### config.mk
export PLATFORM = sky130hd
export DESIGN_NAME = bmp24_brightness_stream_core
export DESIGN_NICKNAME = d
export VERILOG_FILES = /design/src/hw/rtl/bmpbr_pkg.sv /design/src/hw/rtl/bmpbr_front.sv /design/src/hw/rtl/bmpbr_queue.sv /design/src/hw/rtl/bmpbr_back.sv /design/src/hw/rtl/bmp24_brightness_stream_core.sv
export SDC_FILE = /design/constraint.sdc
export NUM_CORES = 1
export LEC_CHECK = 0
export ABC_AREA = 1
export BUFFER_PORTS_ARGS = -buffer_cell sky130_fd_sc_hd__buf_4
export CORE_ASPECT_RATIO = 0.6
export CORE_MARGIN = 5
export CORE_UTILIZATION = 51
export DETAILED_ROUTE_END_ITERATION = 6
export PLACE_DENSITY = 0.79
export SYNTH_ARGS = -nofsm -noshare
export SYNTH_HDL_FRONTEND = slang
export SYNTH_SLANG_ARGS = --single-unit
### constraint.sdc
create_clock -name clk -period 4.4 [get_ports clk]
set_input_delay 0.66 -clock clk [delete_from_list [all_inputs] [get_ports clk]]
set_output_delay 0.66 -clock clk [all_outputs]
set_load 0.01 [all_outputs]
### src/hw/rtl/bmpbr_pkg.sv
// Shared types and constants for the BMP 24-bit brightness stream.
// Used by every module under hw/rtl; no dependencies.
package bmpbr_pkg;

	localparam int HEADER_BYTES    = 14;
	localparam int CORE_INFO_BYTES = 12;
	localparam int WIDTH_BITS      = 16;
	localparam int RCW             = WIDTH_BITS + 2;
	localparam int MIN_INFO        = 4;
	localparam int FIELD_BYTES     = 4;
	localparam int DOFF_POS        = 10;
	localparam int INFO_WIDTH_OFS  = 'h04;
	localparam int CORE_BPP_OFS    = 'h0A;
	localparam int INFO_BPP_OFS    = 'h0E;
	localparam int INFO_COMP_OFS   = 'h10;
	localparam int BPP_TRUE        = 24;
	localparam logic [15:0] BMP_MAGIC = 16'h4d42;
	localparam int QDEPTH          = 2;
	localparam int QPTR_W          = $clog2(QDEPTH);
	localparam int QCNT_W          = $clog2(QDEPTH + 1);

	typedef enum logic [2:0] {
		ST_HEADER     = 3'd0,
		ST_PIXEL      = 3'd1,
		ST_PADDING    = 3'd2,
		ST_NOT_BMP    = 3'd3,
		ST_NOT_24     = 3'd4,
		ST_TABLE      = 3'd5,
		ST_COMPRESSED = 3'd6,
		ST_TOO_WIDE   = 3'd7
	} status_t;

	typedef struct packed {
		logic [7:0] data_byte;
		logic       last_byte;
	} in_item_t;

	typedef struct packed {
		logic [7:0] out_byte;
		status_t    status;
		logic       last_out;
	} out_item_t;

	typedef struct packed {
		logic [7:0] data_byte;
		status_t    status;
		logic       last;
	} work_t;

	typedef struct packed {
		logic full;
		logic empty;
	} q_stat_t;

endpackage

### src/hw/rtl/bmpbr_front.sv
// Front end: header capture, file check and row tracking per item.
// Depends on bmpbr_pkg; feeds bmpbr_queue.
module bmpbr_front (
	input  logic                clk,
	input  logic                arst_n,
	input  logic                in_valid,
	output logic                in_stall,
	input  bmpbr_pkg::in_item_t in_item,
	input  bmpbr_pkg::q_stat_t  q_stat,
	output logic                push,
	output bmpbr_pkg::work_t    push_item
);

	logic [31:0] pos_q;
	logic [15:0] magic_q;
	logic [31:0] doff_q;
	logic [31:0] info_q;
	logic [31:0] width_q;
	logic [15:0] bpp_q;
	logic [31:0] comp_q;
	logic [bmpbr_pkg::RCW-1:0] rc_q;
	bmpbr_pkg::status_t verdict_q;

	logic        core;
	logic [31:0] info_eff;
	logic [32:0] hdr_end;
	logic        in_hdr;
	logic [31:0] w_ext;
	logic [31:0] enc;
	logic [31:0] rel;
	bmpbr_pkg::status_t judged;
	bmpbr_pkg::status_t verdict_now;
	bmpbr_pkg::status_t st;
	logic [bmpbr_pkg::WIDTH_BITS-1:0] w_n;
	logic [bmpbr_pkg::RCW-1:0] pix;
	logic [bmpbr_pkg::RCW-1:0] row;
	logic [bmpbr_pkg::RCW-1:0] rc_inc;
	logic        rc_step;
	logic        hit_magic, hit_doff, hit_info, hit_width, hit_bpp, hit_comp;
	logic [1:0]  doff_lane;

	assign in_stall = q_stat.full;
	assign push     = in_valid && !q_stat.full;

	assign core     = (info_q == 32'(bmpbr_pkg::CORE_INFO_BYTES));
	assign info_eff = (info_q < 32'(bmpbr_pkg::MIN_INFO)) ? 32'(bmpbr_pkg::MIN_INFO) : info_q;
	assign hdr_end  = 33'(bmpbr_pkg::HEADER_BYTES) + {1'b0, info_eff};
	assign in_hdr   = (verdict_q == bmpbr_pkg::ST_HEADER) && ({1'b0, pos_q} < hdr_end);
	assign w_ext    = core ? {{16{width_q[15]}}, width_q[15:0]} : width_q;
	assign enc      = core ? 32'd0 : comp_q;
	assign rel      = pos_q - 32'(bmpbr_pkg::HEADER_BYTES);
	assign w_n      = w_ext[bmpbr_pkg::WIDTH_BITS-1:0];
	assign pix      = {2'b00, w_n} + {1'b0, w_n, 1'b0};
	assign row      = (pix + bmpbr_pkg::RCW'(bmpbr_pkg::FIELD_BYTES - 1))
		& ~bmpbr_pkg::RCW'(bmpbr_pkg::FIELD_BYTES - 1);
	assign rc_inc   = rc_q + bmpbr_pkg::RCW'(1);
	assign doff_lane = 2'(pos_q - 32'(bmpbr_pkg::DOFF_POS));

	always_comb begin
		if (magic_q != bmpbr_pkg::BMP_MAGIC)
			judged = bmpbr_pkg::ST_NOT_BMP;
		else if (bpp_q != 16'(bmpbr_pkg::BPP_TRUE))
			judged = bmpbr_pkg::ST_NOT_24;
		else if ({1'b0, doff_q} != hdr_end)
			judged = bmpbr_pkg::ST_TABLE;
		else if (enc != 32'd0)
			judged = bmpbr_pkg::ST_COMPRESSED;
		else if ((w_ext >> bmpbr_pkg::WIDTH_BITS) != 32'd0)
			judged = bmpbr_pkg::ST_TOO_WIDE;
		else
			judged = bmpbr_pkg::ST_PIXEL;
	end

	always_comb begin
		verdict_now = (verdict_q == bmpbr_pkg::ST_HEADER) ? judged : verdict_q;
		rc_step = 1'b0;
		if (in_hdr) begin
			st = bmpbr_pkg::ST_HEADER;
		end else if (verdict_now == bmpbr_pkg::ST_PIXEL) begin
			if (w_n == '0) begin
				st = bmpbr_pkg::ST_PADDING;
			end else begin
				rc_step = 1'b1;
				st = (rc_q < pix) ? bmpbr_pkg::ST_PIXEL : bmpbr_pkg::ST_PADDING;
			end
		end else begin
			st = verdict_now;
		end
	end

	always_comb begin
		hit_magic = pos_q < 32'd2;
		hit_doff  = pos_q >= 32'(bmpbr_pkg::DOFF_POS)
			&& pos_q < 32'(bmpbr_pkg::HEADER_BYTES);
		hit_info  = 1'b0;
		hit_width = 1'b0;
		hit_bpp   = 1'b0;
		hit_comp  = 1'b0;
		if (pos_q >= 32'(bmpbr_pkg::HEADER_BYTES)) begin
			hit_info  = rel < 32'(bmpbr_pkg::INFO_WIDTH_OFS);
			hit_width = rel >= 32'(bmpbr_pkg::INFO_WIDTH_OFS)
				&& (rel < 32'(bmpbr_pkg::INFO_WIDTH_OFS + 2)
				|| (!core && rel < 32'(bmpbr_pkg::INFO_WIDTH_OFS + 4)));
			hit_bpp   = core
				? (rel == 32'(bmpbr_pkg::CORE_BPP_OFS) || rel == 32'(bmpbr_pkg::CORE_BPP_OFS + 1))
				: (rel == 32'(bmpbr_pkg::INFO_BPP_OFS) || rel == 32'(bmpbr_pkg::INFO_BPP_OFS + 1));
			hit_comp  = !core && rel >= 32'(bmpbr_pkg::INFO_COMP_OFS)
				&& rel < 32'(bmpbr_pkg::INFO_COMP_OFS + 4);
		end
	end

	always_comb begin
		push_item.data_byte = in_item.data_byte;
		push_item.status    = st;
		push_item.last      = in_item.last_byte;
	end

	always_ff @(posedge clk or negedge arst_n) begin
		if (!arst_n) begin
			pos_q     <= '0;
			magic_q   <= '0;
			doff_q    <= '0;
			info_q    <= '0;
			width_q   <= '0;
			bpp_q     <= '0;
			comp_q    <= '0;
			rc_q      <= '0;
			verdict_q <= bmpbr_pkg::ST_HEADER;
		end else if (push) begin
			if (in_item.last_byte) begin
				pos_q     <= '0;
				magic_q   <= '0;
				doff_q    <= '0;
				info_q    <= '0;
				width_q   <= '0;
				bpp_q     <= '0;
				comp_q    <= '0;
				rc_q      <= '0;
				verdict_q <= bmpbr_pkg::ST_HEADER;
			end else begin
				if (pos_q != '1)
					pos_q <= pos_q + 32'd1;
				if (in_hdr) begin
					if (hit_magic)
						magic_q[{pos_q[0], 3'b000} +: 8] <= in_item.data_byte;
					else if (hit_doff)
						doff_q[{doff_lane, 3'b000} +: 8] <= in_item.data_byte;
					if (hit_info)
						info_q[{rel[1:0], 3'b000} +: 8] <= in_item.data_byte;
					else if (hit_width)
						width_q[{rel[1:0], 3'b000} +: 8] <= in_item.data_byte;
					else if (hit_bpp)
						bpp_q[{rel[0], 3'b000} +: 8] <= in_item.data_byte;
					else if (hit_comp)
						comp_q[{rel[1:0], 3'b000} +: 8] <= in_item.data_byte;
				end else begin
					verdict_q <= verdict_now;
					if (rc_step)
						rc_q <= (rc_inc >= row) ? '0 : rc_inc;
				end
			end
		end
	end

`ifndef NO_ASSERTIONS
	a_last_clears: assert property (@(posedge clk) disable iff (!arst_n)
		push && in_item.last_byte |=> pos_q == '0 && verdict_q == bmpbr_pkg::ST_HEADER)
		else $error("file state not cleared after last item");
	a_rc_in_row: assert property (@(posedge clk) disable iff (!arst_n)
		verdict_q == bmpbr_pkg::ST_PIXEL && w_n != '0 |-> rc_q < row)
		else $error("row column beyond row length");
	a_pixel_pass: assert property (@(posedge clk) disable iff (!arst_n)
		push && !in_item.last_byte && st == bmpbr_pkg::ST_PIXEL
		|=> verdict_q == bmpbr_pkg::ST_PIXEL)
		else $error("pixel item without passing verdict");
`endif

endmodule

### src/hw/rtl/bmpbr_queue.sv
// Two-entry queue between the front end and the back end.
// Depends on bmpbr_pkg.
module bmpbr_queue (
	input  logic               clk,
	input  logic               arst_n,
	input  logic               push,
	input  bmpbr_pkg::work_t   push_item,
	input  logic               pop,
	output bmpbr_pkg::work_t   head,
	output bmpbr_pkg::q_stat_t q_stat
);

	bmpbr_pkg::work_t mem_q [bmpbr_pkg::QDEPTH];
	logic [bmpbr_pkg::QPTR_W-1:0] wr_ptr_q;
	logic [bmpbr_pkg::QPTR_W-1:0] rd_ptr_q;
	logic [bmpbr_pkg::QCNT_W-1:0] count_q;

	assign head         = mem_q[rd_ptr_q];
	assign q_stat.full  = (count_q == bmpbr_pkg::QCNT_W'(bmpbr_pkg::QDEPTH));
	assign q_stat.empty = (count_q == '0);

	always_ff @(posedge clk) begin
		if (push)
			mem_q[wr_ptr_q] <= push_item;
	end

	always_ff @(posedge clk or negedge arst_n) begin
		if (!arst_n) begin
			wr_ptr_q <= '0;
			rd_ptr_q <= '0;
			count_q  <= '0;
		end else begin
			if (push)
				wr_ptr_q <= wr_ptr_q + bmpbr_pkg::QPTR_W'(1);
			if (pop)
				rd_ptr_q <= rd_ptr_q + bmpbr_pkg::QPTR_W'(1);
			if (push && !pop)
				count_q <= count_q + bmpbr_pkg::QCNT_W'(1);
			else if (pop && !push)
				count_q <= count_q - bmpbr_pkg::QCNT_W'(1);
		end
	end

`ifndef NO_ASSERTIONS
	a_no_pop_empty: assert property (@(posedge clk) disable iff (!arst_n)
		!(pop && q_stat.empty))
		else $error("pop from empty queue");
	a_no_push_full: assert property (@(posedge clk) disable iff (!arst_n)
		!(push && q_stat.full))
		else $error("push into full queue");
	a_count_range: assert property (@(posedge clk) disable iff (!arst_n)
		count_q <= bmpbr_pkg::QCNT_W'(bmpbr_pkg::QDEPTH))
		else $error("queue count out of range");
`endif

endmodule

### src/hw/rtl/bmpbr_back.sv
// Back end: brightness offset register, saturating add and output register.
// Depends on bmpbr_pkg; drains bmpbr_queue.
module bmpbr_back (
	input  logic                 clk,
	input  logic                 arst_n,
	input  logic                 cfg_wr_en,
	input  logic signed [8:0]    cfg_wr_data,
	input  bmpbr_pkg::q_stat_t   q_stat,
	input  bmpbr_pkg::work_t     head,
	output logic                 pop,
	output logic                 out_valid,
	input  logic                 out_stall,
	output bmpbr_pkg::out_item_t out_item
);

	logic signed [8:0] offset_q;
	logic              out_valid_q;
	bmpbr_pkg::out_item_t out_item_q;
	logic              load;
	logic signed [9:0] sum;
	logic [7:0]        sat;

	assign load = !out_valid_q || !out_stall;
	assign pop  = load && !q_stat.empty;
	assign sum  = $signed({2'b00, head.data_byte}) + $signed({offset_q[8], offset_q});

	always_comb begin
		if (sum[9])
			sat = 8'd0;
		else if (sum[8])
			sat = 8'hFF;
		else
			sat = sum[7:0];
	end

	always_ff @(posedge clk or negedge arst_n) begin
		if (!arst_n) begin
			offset_q    <= '0;
			out_valid_q <= 1'b0;
		end else begin
			if (cfg_wr_en)
				offset_q <= cfg_wr_data;
			if (load)
				out_valid_q <= !q_stat.empty;
		end
	end

	always_ff @(posedge clk) begin
		if (pop) begin
			out_item_q.out_byte <= (head.status == bmpbr_pkg::ST_PIXEL) ? sat : head.data_byte;
			out_item_q.status   <= head.status;
			out_item_q.last_out <= head.last;
		end
	end

	assign out_valid = out_valid_q;
	assign out_item  = out_item_q;

`ifndef NO_ASSERTIONS
	a_pop_loads: assert property (@(posedge clk) disable iff (!arst_n)
		pop |=> out_valid_q)
		else $error("popped item not presented");
	a_pass_bytes: assert property (@(posedge clk) disable iff (!arst_n)
		pop && head.status != bmpbr_pkg::ST_PIXEL |=> out_item_q.out_byte == $past(head.data_byte))
		else $error("non-pixel byte altered");
	a_hold_stalled: assert property (@(posedge clk) disable iff (!arst_n)
		out_valid_q && out_stall |-> !pop)
		else $error("pop while output stalled");
`endif

endmodule

### src/hw/rtl/bmp24_brightness_stream_core.sv
// A byte accepted at the input is written into a queue entry, then into the output register, where it is presented.
// Throughput: one byte per clock while out_stall is low, held by the two-entry queue and the output register.
// Input stalls only while the queue is full; the front stage never stalls the input by itself.
// Reset (arst_n low, asynchronous) clears file state, queue, output valid and sets
// the brightness offset to zero.
module bmp24_brightness_stream_core (
	input  logic                 clk,
	input  logic                 arst_n,
	input  logic                 in_valid,
	output logic                 in_stall,
	input  bmpbr_pkg::in_item_t  in_item,
	output logic                 out_valid,
	input  logic                 out_stall,
	output bmpbr_pkg::out_item_t out_item,
	input  logic                 cfg_wr_en,
	input  logic signed [8:0]    cfg_wr_data
);

	logic               push;
	logic               pop;
	bmpbr_pkg::work_t   push_item;
	bmpbr_pkg::work_t   head;
	bmpbr_pkg::q_stat_t q_stat;

	bmpbr_front u_front (
		.clk       (clk),
		.arst_n    (arst_n),
		.in_valid  (in_valid),
		.in_stall  (in_stall),
		.in_item   (in_item),
		.q_stat    (q_stat),
		.push      (push),
		.push_item (push_item)
	);

	bmpbr_queue u_queue (
		.clk       (clk),
		.arst_n    (arst_n),
		.push      (push),
		.push_item (push_item),
		.pop       (pop),
		.head      (head),
		.q_stat    (q_stat)
	);

	bmpbr_back u_back (
		.clk         (clk),
		.arst_n      (arst_n),
		.cfg_wr_en   (cfg_wr_en),
		.cfg_wr_data (cfg_wr_data),
		.q_stat      (q_stat),
		.head        (head),
		.pop         (pop),
		.out_valid   (out_valid),
		.out_stall   (out_stall),
		.out_item    (out_item)
	);

endmodule

# Word-level counts from Yosys, hierarchy flattened
# Memory sizes are Yosys's and may differ from the RTL's.
# Cells that the tools add are included.
dict set report totals {
  ram_bits 24
  memories 1
  out_inout_bits 14
  ff_bits 239
  input_bits 23
  wordCells 185
}
dict set report op_classes {
  n_reduce_logical 45
  n_lt_le_gt_ge 14
  n_eq_ne 17
  add_sub_neg 16
  muxes 67
  n_shift 8
}
# name words word_bits read_ports rd_clocked_by_memory_dff write_ports line
set mem_list {}
lappend mem_list {u_queue.mem_q 2 12 1 0 1 bmpbr_queue.sv:13} ;# bmpbr_pkg::work_t mem_q [bmpbr_pkg::QDEPTH];
# cell n
set ops {}
lappend ops {{32-bit 2-to-1 mux} 22}
lappend ops {{32-bit by 4-bit equality test with 1-bit output (second input constant)} 5}
lappend ops {{32-bit bitwise mux} 4}
lappend ops {{16-bit 2-to-1 mux} 8}
lappend ops {{32-bit by 3-bit less-than comparator with 1-bit output (second input constant)} 3}
lappend ops {{18-bit 2-to-1 mux} 4}
lappend ops {{32-bit by 4-bit >= comparator with 1-bit output (second input constant)} 2}
lappend ops {{32-bit by 4-bit less-than comparator with 1-bit output (second input constant)} 2}
lappend ops {{32-bit nonzero test} 2}
lappend ops {{8-bit by 7-bit variable shift with 32-bit output (first input constant)} 2}
lappend ops {{8-bit by 7-bit variable part select with 32-bit output} 2}
lappend ops {{4-bit by 32-bit adder with 33-bit output (first input constant)} 1}
lappend ops {{32-bit by 33-bit less-than comparator with 1-bit output} 1}
lappend ops {{3-bit 2-to-1 mux} 11}
lappend ops {{32-bit by 33-bit != test with 1-bit output} 1}
lappend ops {{32-bit by 1-bit adder with 32-bit output (second input constant)} 1}
lappend ops {{16-bit bitwise mux} 2}
lappend ops {{32-bit by 3-bit >= comparator with 1-bit output (second input constant)} 1}
lappend ops {{32-bit by 5-bit >= comparator with 1-bit output (second input constant)} 1}
lappend ops {{32-bit by 2-bit less-than comparator with 1-bit output (second input constant)} 1}
lappend ops {{32-bit by 5-bit less-than comparator with 1-bit output (second input constant)} 1}
lappend ops {{32-bit != test (second input constant)} 1}
lappend ops {{8-bit by 6-bit variable shift with 16-bit output (first input constant)} 2}
lappend ops {{8-bit by 6-bit variable part select with 16-bit output} 2}
lappend ops {{other kinds (33)} 85}

# Depth between registers and ports, before layout
# Gate-level depths: netlist of the first run.
dict set report logic_depth {
  depth_word 15
  ltp_mapped 31
  depth_no_buf 29
}

# Modules after synthesis
# A second synthesis of the first run with hierarchy kept.
dict set report hier_totals {
  cells_unflattened 2313
  area_unflattened_um2 17680.7
}
# mod n_inst seq_area_each_um2 cells_each area_per_inst_um2
set by_module_without_submodules {}
lappend by_module_without_submodules {bmpbr_front 1 5330.1 2111 15304.7}
lappend by_module_without_submodules {bmpbr_back 1 610.6 140 1268.7}
lappend by_module_without_submodules {bmpbr_queue 1 820.8 62 1107.3}

# Worst setup path before layout of the first run
# OpenSTA, ideal clock, no wires.
dict set report synth_timing {
  kind {register to register}
  start {register u_front.width_q[1]}
  end {register u_front.rc_q[10] (netlist bit)}
  arrival_time_ns 4.492
  required_ns 4.283
  period_less_slack_ns 4.609
  slack_ns -0.209
  stages_incl_launch_ff 25
  setup_ns 0.117
  path_cell_list {dfrtp_1 > ha_1 > fa_1 > xor2_1 > inv_1 > nor3_1 > nand3_1 > nor3_1 > nand2_1 > nor2_1 > inv_1 > or2_2 > nor2_1 > nand2_1 > nor3_1 > xor2_1 > ha_1 > nand4_1 > o41ai_1 > nor2_1 > o211ai_1 > clkbuf_1 > nor2_1 > nand3_1 > nand2_1}
}
dict set report synth_via {
  elab_chain_cells 8
  word_cells_on_any_way 14
  classes_between {add/sub (2); order compare (1); mux (8); reduce/logical (3)}
}
# element line
set synth_lines {}
lappend synth_lines {{from (decl)} bmpbr_front.sv:18} ;# logic [31:0] width_q;
lappend synth_lines {{from (signal, indexed assignment)} bmpbr_front.sv:151} ;# width_q[{rel[1:0], 3'b000} +: 8] <= in_item.data_byte;
lappend synth_lines {{32-bit 2-to-1 mux (*)} bmpbr_front.sv:49} ;# assign w_ext = core ? {{16{width_q[15]}}, width_q[15:0]} : width_q;
lappend synth_lines {{16-bit by 17-bit adder with 18-bit output} bmpbr_front.sv:53} ;# assign pix = {2'b00, w_n} + {1'b0, w_n, 1'b0};
lappend synth_lines {{18-bit by 2-bit adder with 18-bit output} bmpbr_front.sv:54} ;# assign row = (pix + bmpbr_pkg::RCW'(bmpbr_pkg::FIELD_BYTES - 1))
lappend synth_lines {{18-bit >= comparator} bmpbr_front.sv:159} ;# rc_q <= (rc_inc >= row) ? '0 : rc_inc;
lappend synth_lines {{18-bit 2-to-1 mux} bmpbr_front.sv:159}
lappend synth_lines {{18-bit 2-to-1 mux} bmpbr_front.sv:158} ;# if (rc_step)
lappend synth_lines {{18-bit 2-to-1 mux} bmpbr_front.sv:143} ;# if (in_hdr) begin
lappend synth_lines {{18-bit 2-to-1 mux} bmpbr_front.sv:130} ;# if (in_item.last_byte) begin
lappend synth_lines {{to (signal assigned)} bmpbr_front.sv:159}
lappend synth_lines {{to (decl)} bmpbr_front.sv:21} ;# logic [bmpbr_pkg::RCW-1:0] rc_q;
# Mark *: on every way between the ends. The rest lies on a longest branch, timed or not. The select of a mux whose other input is x is not followed.
# A chain may end at the register's enable or synchronous reset.

# Worst setup path in the final report of the first run
dict set report layout_timing {
  start {register u_front.width_q[1]}
  end {register u_front.rc_q[0] (netlist bit)}
}
# The elaborated chain is that of the path after synthesis.

==> run_results.csv, run 1 <==
group,metric,value,unit
status,run_status,"finished, final reports clean",
sta,setup_viol,0,
routing,drt_first_pass_iters,6,
floorplan,die_x,250,um
setup_path,worstSetupPathType,"reg2reg",
place,gp_congestion,1.00,
logic_synthesis,yosysWarnings,0,
clocking,htree_levels,1,
floorplan,die-area,38500,um^2
pwr,pwr-share-comb,41.5,%
logic_synthesis,syn_inst,2273,
routing,wirelength,52300,um
logic_synthesis,synthTopCellsByCount,"nand2_1, inv_1, nor2_1",
setup_path,start_kind,"flop",
finish,drive_gt1_share,17.9,%
logic_synthesis,async_flop_share,86.3,%
place,dpl.hpwl,39700,um
clocking,clock_latency,570,ps
pwr,switching_power,4080,uW
logic_synthesis,synth_nets,2407,
setup_path,crit_arrival,4830,ps
setup_path,path_max_fanout,5,
sta,hold_viol,0,
floorplan,core,33900,um^2
routing,wl_per_cell,18.2,um
setup_path,crit_required,4850,ps
routing,via_per_inst,5.61,
routing,num_vias,16200,
floorplan,initial_utilization,52.0,%
routing,ant_nets,0,
pwr,p_per_area,500,nW/um^2
job,drv_cap,0,
sta,fin_ws,20.1,ps
logic_synthesis,syn_area_per_cell,7.76,um^2
setup_path,r2r_setup_slack,20,ps
place,pre_cts_ws,-53.9,ps
grt,antenna_found_initial,1,
clocking,cts_tree,"yes",
sta,rsz0062_at_grt,"yes",
finish,final_nets,2534,
logic_synthesis,synth_edf_count,36,
routing,drt_iter0_markers,1822,
clocking,clockBufferDepth,3,
place,numPortBuffers,36,
logic_synthesis,ys_top_cells_by_area,"dfrtp_1, nand2_1, ha_1",
pwr,seqPwrFrac,32.0,%
setup_path,cpLargestDelayFamily,"simple AND/OR/NAND/NOR gates",
clocking,cts_buffers,27,
floorplan,die_y,154,um
logic_synthesis,synth_flop_cell,"dfrtp_1",
worst_hold_path,hold_class,"in2async",
pwr,report.power.total,10300,uW
setup_path,cp_num_buf_inv,4,
logic_synthesis,yosys.area.top_type,"dfrtp_1",
clocking,cts_root_buf,"clkbuf_16",
pwr,ir_drop,0.000373,V
routing,drcViolationCount,0,
sta,slew_headroom,25.1,%
logic_synthesis,yosys.area.top_type_share,32.2,%
grt,gr-usage-all-layers,26.4,%
setup_path,critPathMaxStageDelay,400,ps
sta,period_minus_slack,4380,ps
pwr,pwr-share-clk,26.5,%
finish,nFillCells,2919,
logic_synthesis,ys_seq_area_share,38.3,%
clocking,cts.sinks,263,
pwr,leakage,0.00955,uW
finish,antenna_cells,0,
floorplan,io_pins,37,
sta,max_clock_freq,0.228,GHz
floorplan,row_count,52,
setup_path,slowest_stage,"dfrtp_1",
logic_synthesis,ys_ff_latch,263,
grt,grt_pass1_wl,82100,um
logic_synthesis,syn-cell-area,17600,um^2
grt,grt_start_max_net_pins,102,
sta,finalClockSkew,29.9,ps
setup_path,path_common_cell,"nor2_1",
pwr,sw_frac_of_total,39.8,%
sta,finalMaxSlewViolations,0,
grt,grt_pass1_vias,15200,
clocking,path_clk_slew,70,ps
sta,tightest_slew,1120,ps
sta,min_period_over_period,99.5,%
logic_synthesis,synth_most_common_cell,"nand2_1",
pwr,p_int,6170,uW
finish,area_delta_synth_final,16.3,%
logic_synthesis,ys_types,62,
setup_path,critPathCaptureType,"flop",
grt,overflow,0,
-- registers in the layout (all words and copies together), names as in the netlist --
| name | cells |
|---|---|
| u_front.comp_q | 32 |
| u_front.doff_q | 32 |
| u_front.info_q | 32 |
| u_front.pos_q | 32 |
| u_front.width_q | 32 |
| u_queue.mem_q | 24 |
| u_front.rc_q | 18 |
| u_front.bpp_q | 16 |
| u_front.magic_q | 16 |
| u_back.out_item | 12 |
| u_back.offset_q | 9 |
| u_front.verdict_q | 3 |
| u_queue.count_q | 2 |
| u_back.out_valid | 1 |
| u_queue.rd_ptr_q | 1 |
| u_queue.wr_ptr_q | 1 |
-- power by group through the flow --
stage | Clock [uW] | Combinational, uW | Sequential, uW
2_1_floorplan | 0 | 2540 | 3300
3_3_place_gp | 0 | 3800 | 3290
3_5_place_dp | 0 | 3910 | 3310
4_1_cts | 2740 | 3970 | 3270
5_1_grt | 2860 | 4680 | 3330
6_report | 2720 | 4260 | 3280
-- cell type report --
type / instances / area, um^2 / area share [%]
multi-input combinational: 1664 / 9800 / 47.8
sequential: 263 / 6760 / 33.0
timing repair buffer: 141 / 1170 / 5.72
inverter: 303 / 1160 / 5.66
clock buffer: 34 / 763 / 3.72
tap: 459 / 574 / 2.80
clock inverter: 15 / 279 / 1.36
-- metrics by stage --
| stage | util (%) | hold WS [ps] | cell area (um^2) | cells | TNS, ps |
|---|---|---|---|---|---|
| final | 60.5 | 100 | 20500 | 2879 | 0 |
| after global routing | 60.5 | 174 | 20500 | 2879 | -2780 |
| after CTS | 59.0 | 160 | 20000 | 2859 | -8.41 |
| after detailed placement | 55.9 | 464 | 18900 | 2808 | -830 |
| after global placement | 55.9 | 455 | 18900 | 2808 | 0 |
| after floorplan | - | 364 | 17700 | 2273 | 0 |
-- what timing repair did --
item | CTS | global route
setup buffers | 2 | 19
hold buffers | 0 | 0
pin swaps | 5 | 35
gates cloned | 0 | 1
gates resized for setup | 4 | 92
setup endpoints to repair | 89 | 187
-- worst paths after layout --
path / from / to / depth (start not counted)
max: u_front.width_q[1]$_DFFE_PN0P_ / u_front.rc_q[0]$_DFFE_PN0P_ / 27
min: arst_n / u_back.offset_q[1]$_DFFE_PN0P_ / 1
max reg2reg: u_front.width_q[1]$_DFFE_PN0P_ / u_front.rc_q[0]$_DFFE_PN0P_ / 27
min reg2reg: u_front.comp_q[15]$_DFFE_PN0P_ / u_front.comp_q[15]$_DFFE_PN0P_ / 2
max in group asynchronous: arst_n / u_front.info_q[12]$_DFFE_PN0P_ / 2
min in group clk: in_item[8] / u_queue.mem_q[0][11]$_DFFE_PP_ / 1
-- cells in the final DEF, fill, tap and decap left out, types with 5 or more instances in the layout --
cell and count:
nor2_4 15, xnor2_1 13, nand3_4 6, nand2_4 9, bufinv_16 7, a211oi_1 9, edfxtp_1 36, nand2_2 33
nand3_1 129, nor2_2 20, nor3_1 27, nand3b_1 20, inv_2 13, a21oi_1 67, nand4_1 29, o21bai_1 5
clkbuf_16 28, nand2_8 6, buf_4 130, buf_12 8, nor4_1 30, dfrtp_1 227, a21oi_2 6, nand2_1 532
mux2_2 7, ha_1 105, nor2_1 232, o21ai_2 80, xor2_1 42, o21ai_0 105, nand3_2 8, o21ai_1 40
inv_1 284, or2_2 12, o31ai_1 16
-- layer usage --
| metal | share of wire (%) | vias up | wire length [um] | track usage [%] |
|---|---|---|---|---|
| met1 | 46 | 7585 | 23900 | 40.3 |
| met3 | 12 | 91 | 6450 | 7.94 |
| met2 | 40 | 730 | 20800 | 36.9 |
| met5 | 0.025 | - | 13 | 0 |
| met4 | 2.1 | 2 | 1090 | 5.43 |
| li1 | - | 7746 | - | - |
-- cells by family (layout without fill, tap and decap cells) --
group / count (synthesis) / in the layout / synth area share, %
muxes: 7 / 7 / 0.447
DFF: 263 / 263 / 38.3
AOI/OAI and AO/OA: 361 / 361 / 13.0
adders and majority gates: 111 / 111 / 7.96
buffers and inverters: 346 / 493 / 8.15
and+or+nand+nor: 1123 / 1123 / 28.8
xor gates and xnor gates: 62 / 62 / 3.31
No activity file was read; power rests on OpenSTA's default activity.
==> inputs of run 2 (changes only) <==
--- a/config.mk
+++ b/config.mk
@@ -11,6 +11,7 @@
 export CORE_MARGIN = 5
 export CORE_UTILIZATION = 51
 export DETAILED_ROUTE_END_ITERATION = 6
+export MAX_ROUTING_LAYER = met4
 export PLACE_DENSITY = 0.79
 export SYNTH_ARGS = -nofsm -noshare
 export SYNTH_HDL_FRONTEND = slang
==> run_results.csv, run 2 (synthesized netlist as in run 1, its figures left out) <==
group,metric,value,unit
finish,final_nets,2546,
place,gp_congestion,1.00,
pwr,pwr-share-comb,43.0,%
routing,drcViolationCount,0,
finish,final_core_util,60.1,%
sta,max_clock_freq,0.225,GHz
grt,overflow,0,
job,drv_cap,0,
setup_path,worstSetupPathType,"reg2reg",
worst_hold_path,hold_class,"in2async",
finish,final_cell_mix,"nand2_1, inv_1, nor2_1",
setup_path,r2r-start,"u_front.width_q[1]$_DFFE_PN0P_",
routing,wl_met2,20900,um
place,pre_cts_ws,-67.2,ps
grt,grt_pass1_wl,81000,um
sta,setup_viol,18,
status,run_status,"finished, violations left",
routing,via_per_inst,5.63,
place,dpl.hpwl,39500,um
pwr,report.power.total,9950,uW
floorplan,row_count,52,
sta,fin_ws,-53.3,ps
floorplan,initial_utilization,52.0,%
pwr,pwr-share-clk,24.0,%
routing,wl_per_cell,18.0,um
pwr,switching_power,4010,uW
sta,finalClockSkew,24.9,ps
pwr,seqPwrFrac,33.0,%
floorplan,die_y,154,um
pwr,sw_frac_of_total,40.3,%
sta,period_minus_slack,4450,ps
floorplan,die-area,38500,um^2
routing,ant_nets,0,
setup_path,crit_arrival,4890,ps
sta,tightest_slew,1130,ps
clocking,cts_buffers,27,
setup_path,rr_endpoint,"u_front.rc_q[2]$_DFFE_PN0P_",
grt,grt_pass1_vias,14800,
sta,finalMaxSlewViolations,0,
grt,antenna_found_initial,0,
routing,routed-wl-met3,5420,um
sta,slew_headroom,24.4,%
setup_path,start_kind,"flop",
finish,area_delta_synth_final,15.6,%
status,failed_checks,"setup timing",
finish,layout.cells.most_common,"nand2_1",
setup_path,worstSetupStartpoint,"u_front.width_q[1]$_DFFE_PN0P_",
clocking,holdBufCountCts,0,
setup_path,path_max_fanout,4,
routing,num_vias,16300,
grt,grt_start_max_net_pins,93,
pwr,ir_drop,0.000416,V
setup_path,crit_required,4830,ps
clocking,clock_latency,560,ps
pwr,leakage,0.00952,uW
place,dp.cells,2811,
clocking,cts_root_buf,"clkbuf_16",
sta,hold_viol,0,
setup_path,critPathCaptureType,"flop",
clocking,path_clk_slew,70,ps
floorplan,io_pins,37,
pwr,p_per_area,488,nW/um^2
finish,final-instance-count-excl-fill,2891,
routing,drt_iter0_markers,1820,
sta,rsz0062_at_grt,"yes",
pwr,p_int,5940,uW
routing,top_layer_used,"met4",
finish,antenna_cells,0,
floorplan,core,33900,um^2
setup_path,r2r_cells,26,
place,numPortBuffers,36,
sta,min_period_over_period,101,%
floorplan,die_x,250,um
finish,drive_gt1_share,17.6,%
routing,wirelength,52100,um
clocking,cts.sinks,263,
grt,gr-usage-all-layers,26.7,%
routing,wl_met1,24900,um
clocking,htree_levels,1,
setup_path,r2r_setup_slack,-50,ps
clocking,cts_tree,"yes",
clocking,clockBufferDepth,3,
routing,drt_first_pass_iters,5,
-- run 2: final cells by class --
cell class                 instances  area [um^2]
timing repair buffer             150         1220
fill                            2920        13500
tap                              459          574
clock buffer                      38          757
clock inverter                    11          144
inverter                         303         1160
multi-input combinational       1667         9770
sequential                       263         6760
-- run 2: power groups by stage --
stage	clock network [uW]	registers (uW)	logic, uW
2_1_floorplan	0	3300	2540
3_3_place_gp	0	3300	3800
3_5_place_dp	0	3310	3910
4_1_cts	2420	3280	3990
5_1_grt	2540	3340	4720
6_report	2390	3280	4270
-- run 2: worst max-delay path by stage --
stage,end,slack [ps]
floorplan,u_front.rc_q[14]$_DFFE_PN0P_,1
CTS,u_front.rc_q[0]$_DFFE_PN0P_,5
finish,u_front.rc_q[2]$_DFFE_PN0P_,-50
detailed placement,u_front.magic_q[0]$_DFFE_PN0P_,-70
global route,u_front.rc_q[6]$_DFFE_PN0P_,-290
global placement,u_front.rc_q[2]$_DFFE_PN0P_,110
-- run 2: worst max-delay path, stage by stage, from the launching register on --
cell and delay [ps]:
dfrtp_1 390, ha_2 200, fa_2 400, xor2_2 180, inv_2 60, nor3_2 230, nand3_1 150, nor3_2 180
nand2_2 90, nor2_2 110, inv_1 70, or2_4 250, nor2_4 110, nand2_2 80, xor2_1 150, ha_1 300
nand2_2 70, nor2_4 90, nand4_1 140, o41ai_2 300, nor2_1 80, o211ai_1 190, buf_4 170, buf_4 140
nor2_1 40, nand3_1 80, nand2_1 60
-- run 2: through the flow --
step	setup TNS [ps]	hold WS [ps]	cell area [um^2]
floorplan	0	364	17700
global placement	0	456	19000
detailed placement	-888	470	19000
CTS	0	168	19900
global route	-5800	171	20400
finish	-606	106	20400
-- run 2: repair_timing --
action	CTS	global route
setup buffers	2	23
resized for setup	10	70
pin swaps	2	33
cloned	2	4
setup endpoints to repair	165	187
-- run 2: per-layer routing --
metal / GRT usage, % / vias to the layer above
met2: 36.3 / 708
met3: 5.98 / 65
met4: 4.31 / 0
met5: - / -
li1: - / 7760
met1: 41.2 / 7729
==> inputs of run 3 (changes only) <==
--- a/config.mk
+++ b/config.mk
@@ -13,6 +13,7 @@
 export DETAILED_ROUTE_END_ITERATION = 6
 export MAX_ROUTING_LAYER = met4
 export PLACE_DENSITY = 0.79
+export SETUP_SLACK_MARGIN = 0.3
 export SYNTH_ARGS = -nofsm -noshare
 export SYNTH_HDL_FRONTEND = slang
 export SYNTH_SLANG_ARGS = --single-unit
==> run_results.csv, run 3 (synthesized netlist as in run 1, its figures left out) <==
group,metric,value,unit
setup_path,crit_arrival,4780,ps
grt,antenna_found_initial,0,
sta,fin_ws,49.1,ps
setup_path,r2r_cells,32,
sta,setup_viol,0,
routing,drcViolationCount,0,
floorplan,die_x,250,um
worst_hold_path,hold_class,"in2async",
setup_path,worstSetupPathType,"reg2reg",
floorplan,die-area,38500,um^2
finish,final-instance-count-excl-fill,2941,
setup_path,r2r_setup_slack,50,ps
pwr,report.power.total,11400,uW
floorplan,io_pins,37,
finish,nFillCells,2646,
routing,num_vias,17000,
routing,wirelength,57000,um
routing,via_per_inst,5.77,
sta,hold_viol,0,
finish,antenna_cells,0,
floorplan,row_count,52,
grt,overflow,0,
finish,final_nets,2596,
sta,slew_headroom,16.7,%
clocking,cts_root_buf,"clkbuf_16",
setup_path,critPathMaxStageDelay,390,ps
sta,max_clock_freq,0.230,GHz
routing,ant_nets,0,
sta,min_period_over_period,98.9,%
grt,grt_pass1_wl,85500,um
setup_path,crit_required,4830,ps
routing,drt_iter0_markers,2032,
setup_path,start_kind,"flop",
status,run_status,"finished, final reports clean",
finish,multi_input_area,11100,um^2
routing,drt_first_pass_iters,7,
place,dp.cells,2828,
place,gp_congestion,1.02,
finish,area_delta_synth_final,27.1,%
setup_path,critPathCaptureType,"flop",
floorplan,die_y,154,um
clocking,cts_buffers,27,
setup_path,r2r-start,"u_front.info_q[9]$_DFFE_PN0P_",
grt,grt_pass1_vias,15500,
place,dpl.hpwl,40400,um
finish,final_cell_mix,"nand2_1, inv_1, dfrtp_1",
sta,tightest_slew,1250,ps
place,numPortBuffers,36,
pwr,ir_drop,0.000376,V
sta,rsz0062_at_grt,"yes",
sta,period_minus_slack,4350,ps
setup_path,path_max_fanout,8,
sta,finalMaxSlewViolations,0,
place,pre_cts_ws,-182,ps
setup_path,path_common_cell,"nor2_4",
finish,seq_area,6760,um^2
clocking,cts.sinks,263,
floorplan,initial_utilization,52.0,%
clocking,htree_levels,1,
finish,drive_gt1_share,26.7,%
sta,finalClockSkew,15.7,ps
clocking,cts_tree,"yes",
pwr,p_per_area,508,nW/um^2
floorplan,core,33900,um^2
clocking,clock_latency,550,ps
finish,layout.cells.most_common,"nand2_1",
job,drv_cap,0,
clocking,clockBufferDepth,3,
pwr,leakage,0.0102,uW
finish,final_core_util,66.1,%
setup_path,slowest_stage,"dfrtp_1",
grt,gr-usage-all-layers,28.2,%
routing,wl_per_cell,19.4,um
clocking,path_clk_slew,70,ps
setup_path,rr_endpoint,"u_front.doff_q[15]$_DFFE_PN0P_",
clocking,holdBufCountCts,0,
grt,grt_start_max_net_pins,120,
-- run 3: per-stage QoR --
stage               instance area (um^2)  setup TNS [ps]  hold slack [ps]
finish                             22400               0              173
global route                       22400           -5690              243
CTS                                20700               0              264
detailed placement                 19100           -9230              467
global placement                   19100            -109              455
floorplan                          17700               0              364
-- run 3: report_power, final --
part | switching, uW | total, uW | internal (uW)
sequential | 313 | 3320 | 3010
clock | 1040 | 2540 | 1500
combinational | 3400 | 5540 | 2130
-- run 3: how the worst max path moves through the flow --
stage	endpoint	start	depth (start not counted)
floorplan	u_front.rc_q[14]$_DFFE_PN0P_	u_front.width_q[1]$_DFFE_PN0P_	25
global placement	u_front.comp_q[18]$_DFFE_PN0P_	u_front.info_q[14]$_DFFE_PN0P_	28
detailed placement	u_front.comp_q[19]$_DFFE_PN0P_	u_front.info_q[31]$_DFFE_PN0P_	28
CTS	u_front.rc_q[14]$_DFFE_PN0P_	u_front.width_q[1]$_DFFE_PN0P_	26
global route	u_front.rc_q[11]$_DFFE_PN0P_	u_front.width_q[3]$_DFFE_PN0P_	27
finish	u_front.doff_q[15]$_DFFE_PN0P_	u_front.info_q[9]$_DFFE_PN0P_	32
-- run 3: worst max-delay path: cells and delay by family, from the launching register on --
family          cells  cell delay (ps)
buf+inv             9             1030
fa+ha+maj           2              410
compound gates      1               60
flops               1              390
simple gates       20             2300
-- run 3: layout make-up --
class | count | area share, %
inverter | 303 | 5.39
multi-input combinational | 1675 | 49.3
sequential | 263 | 30.2
clock buffer | 36 | 3.34
tap | 459 | 2.56
timing repair buffer | 190 | 8.19
clock inverter | 13 | 0.932
timing repair inverter | 2 | 0.100
-- run 3: repair_timing --
item	in CTS	in global routing
pin swaps	31	73
endpoints found under the setup margin	187	195
gates cloned	7	12
resized for setup	96	369
setup buffers	21	24
-- run 3: metal layers --
metal	routed length, um	up-vias	GRT usage (%)
met1	24900	8078	42.0
met4	1410	0	5.74
met2	24000	867	39.4
met3	6590	115	6.67
li1	-	7895	-
met5	0	-	-
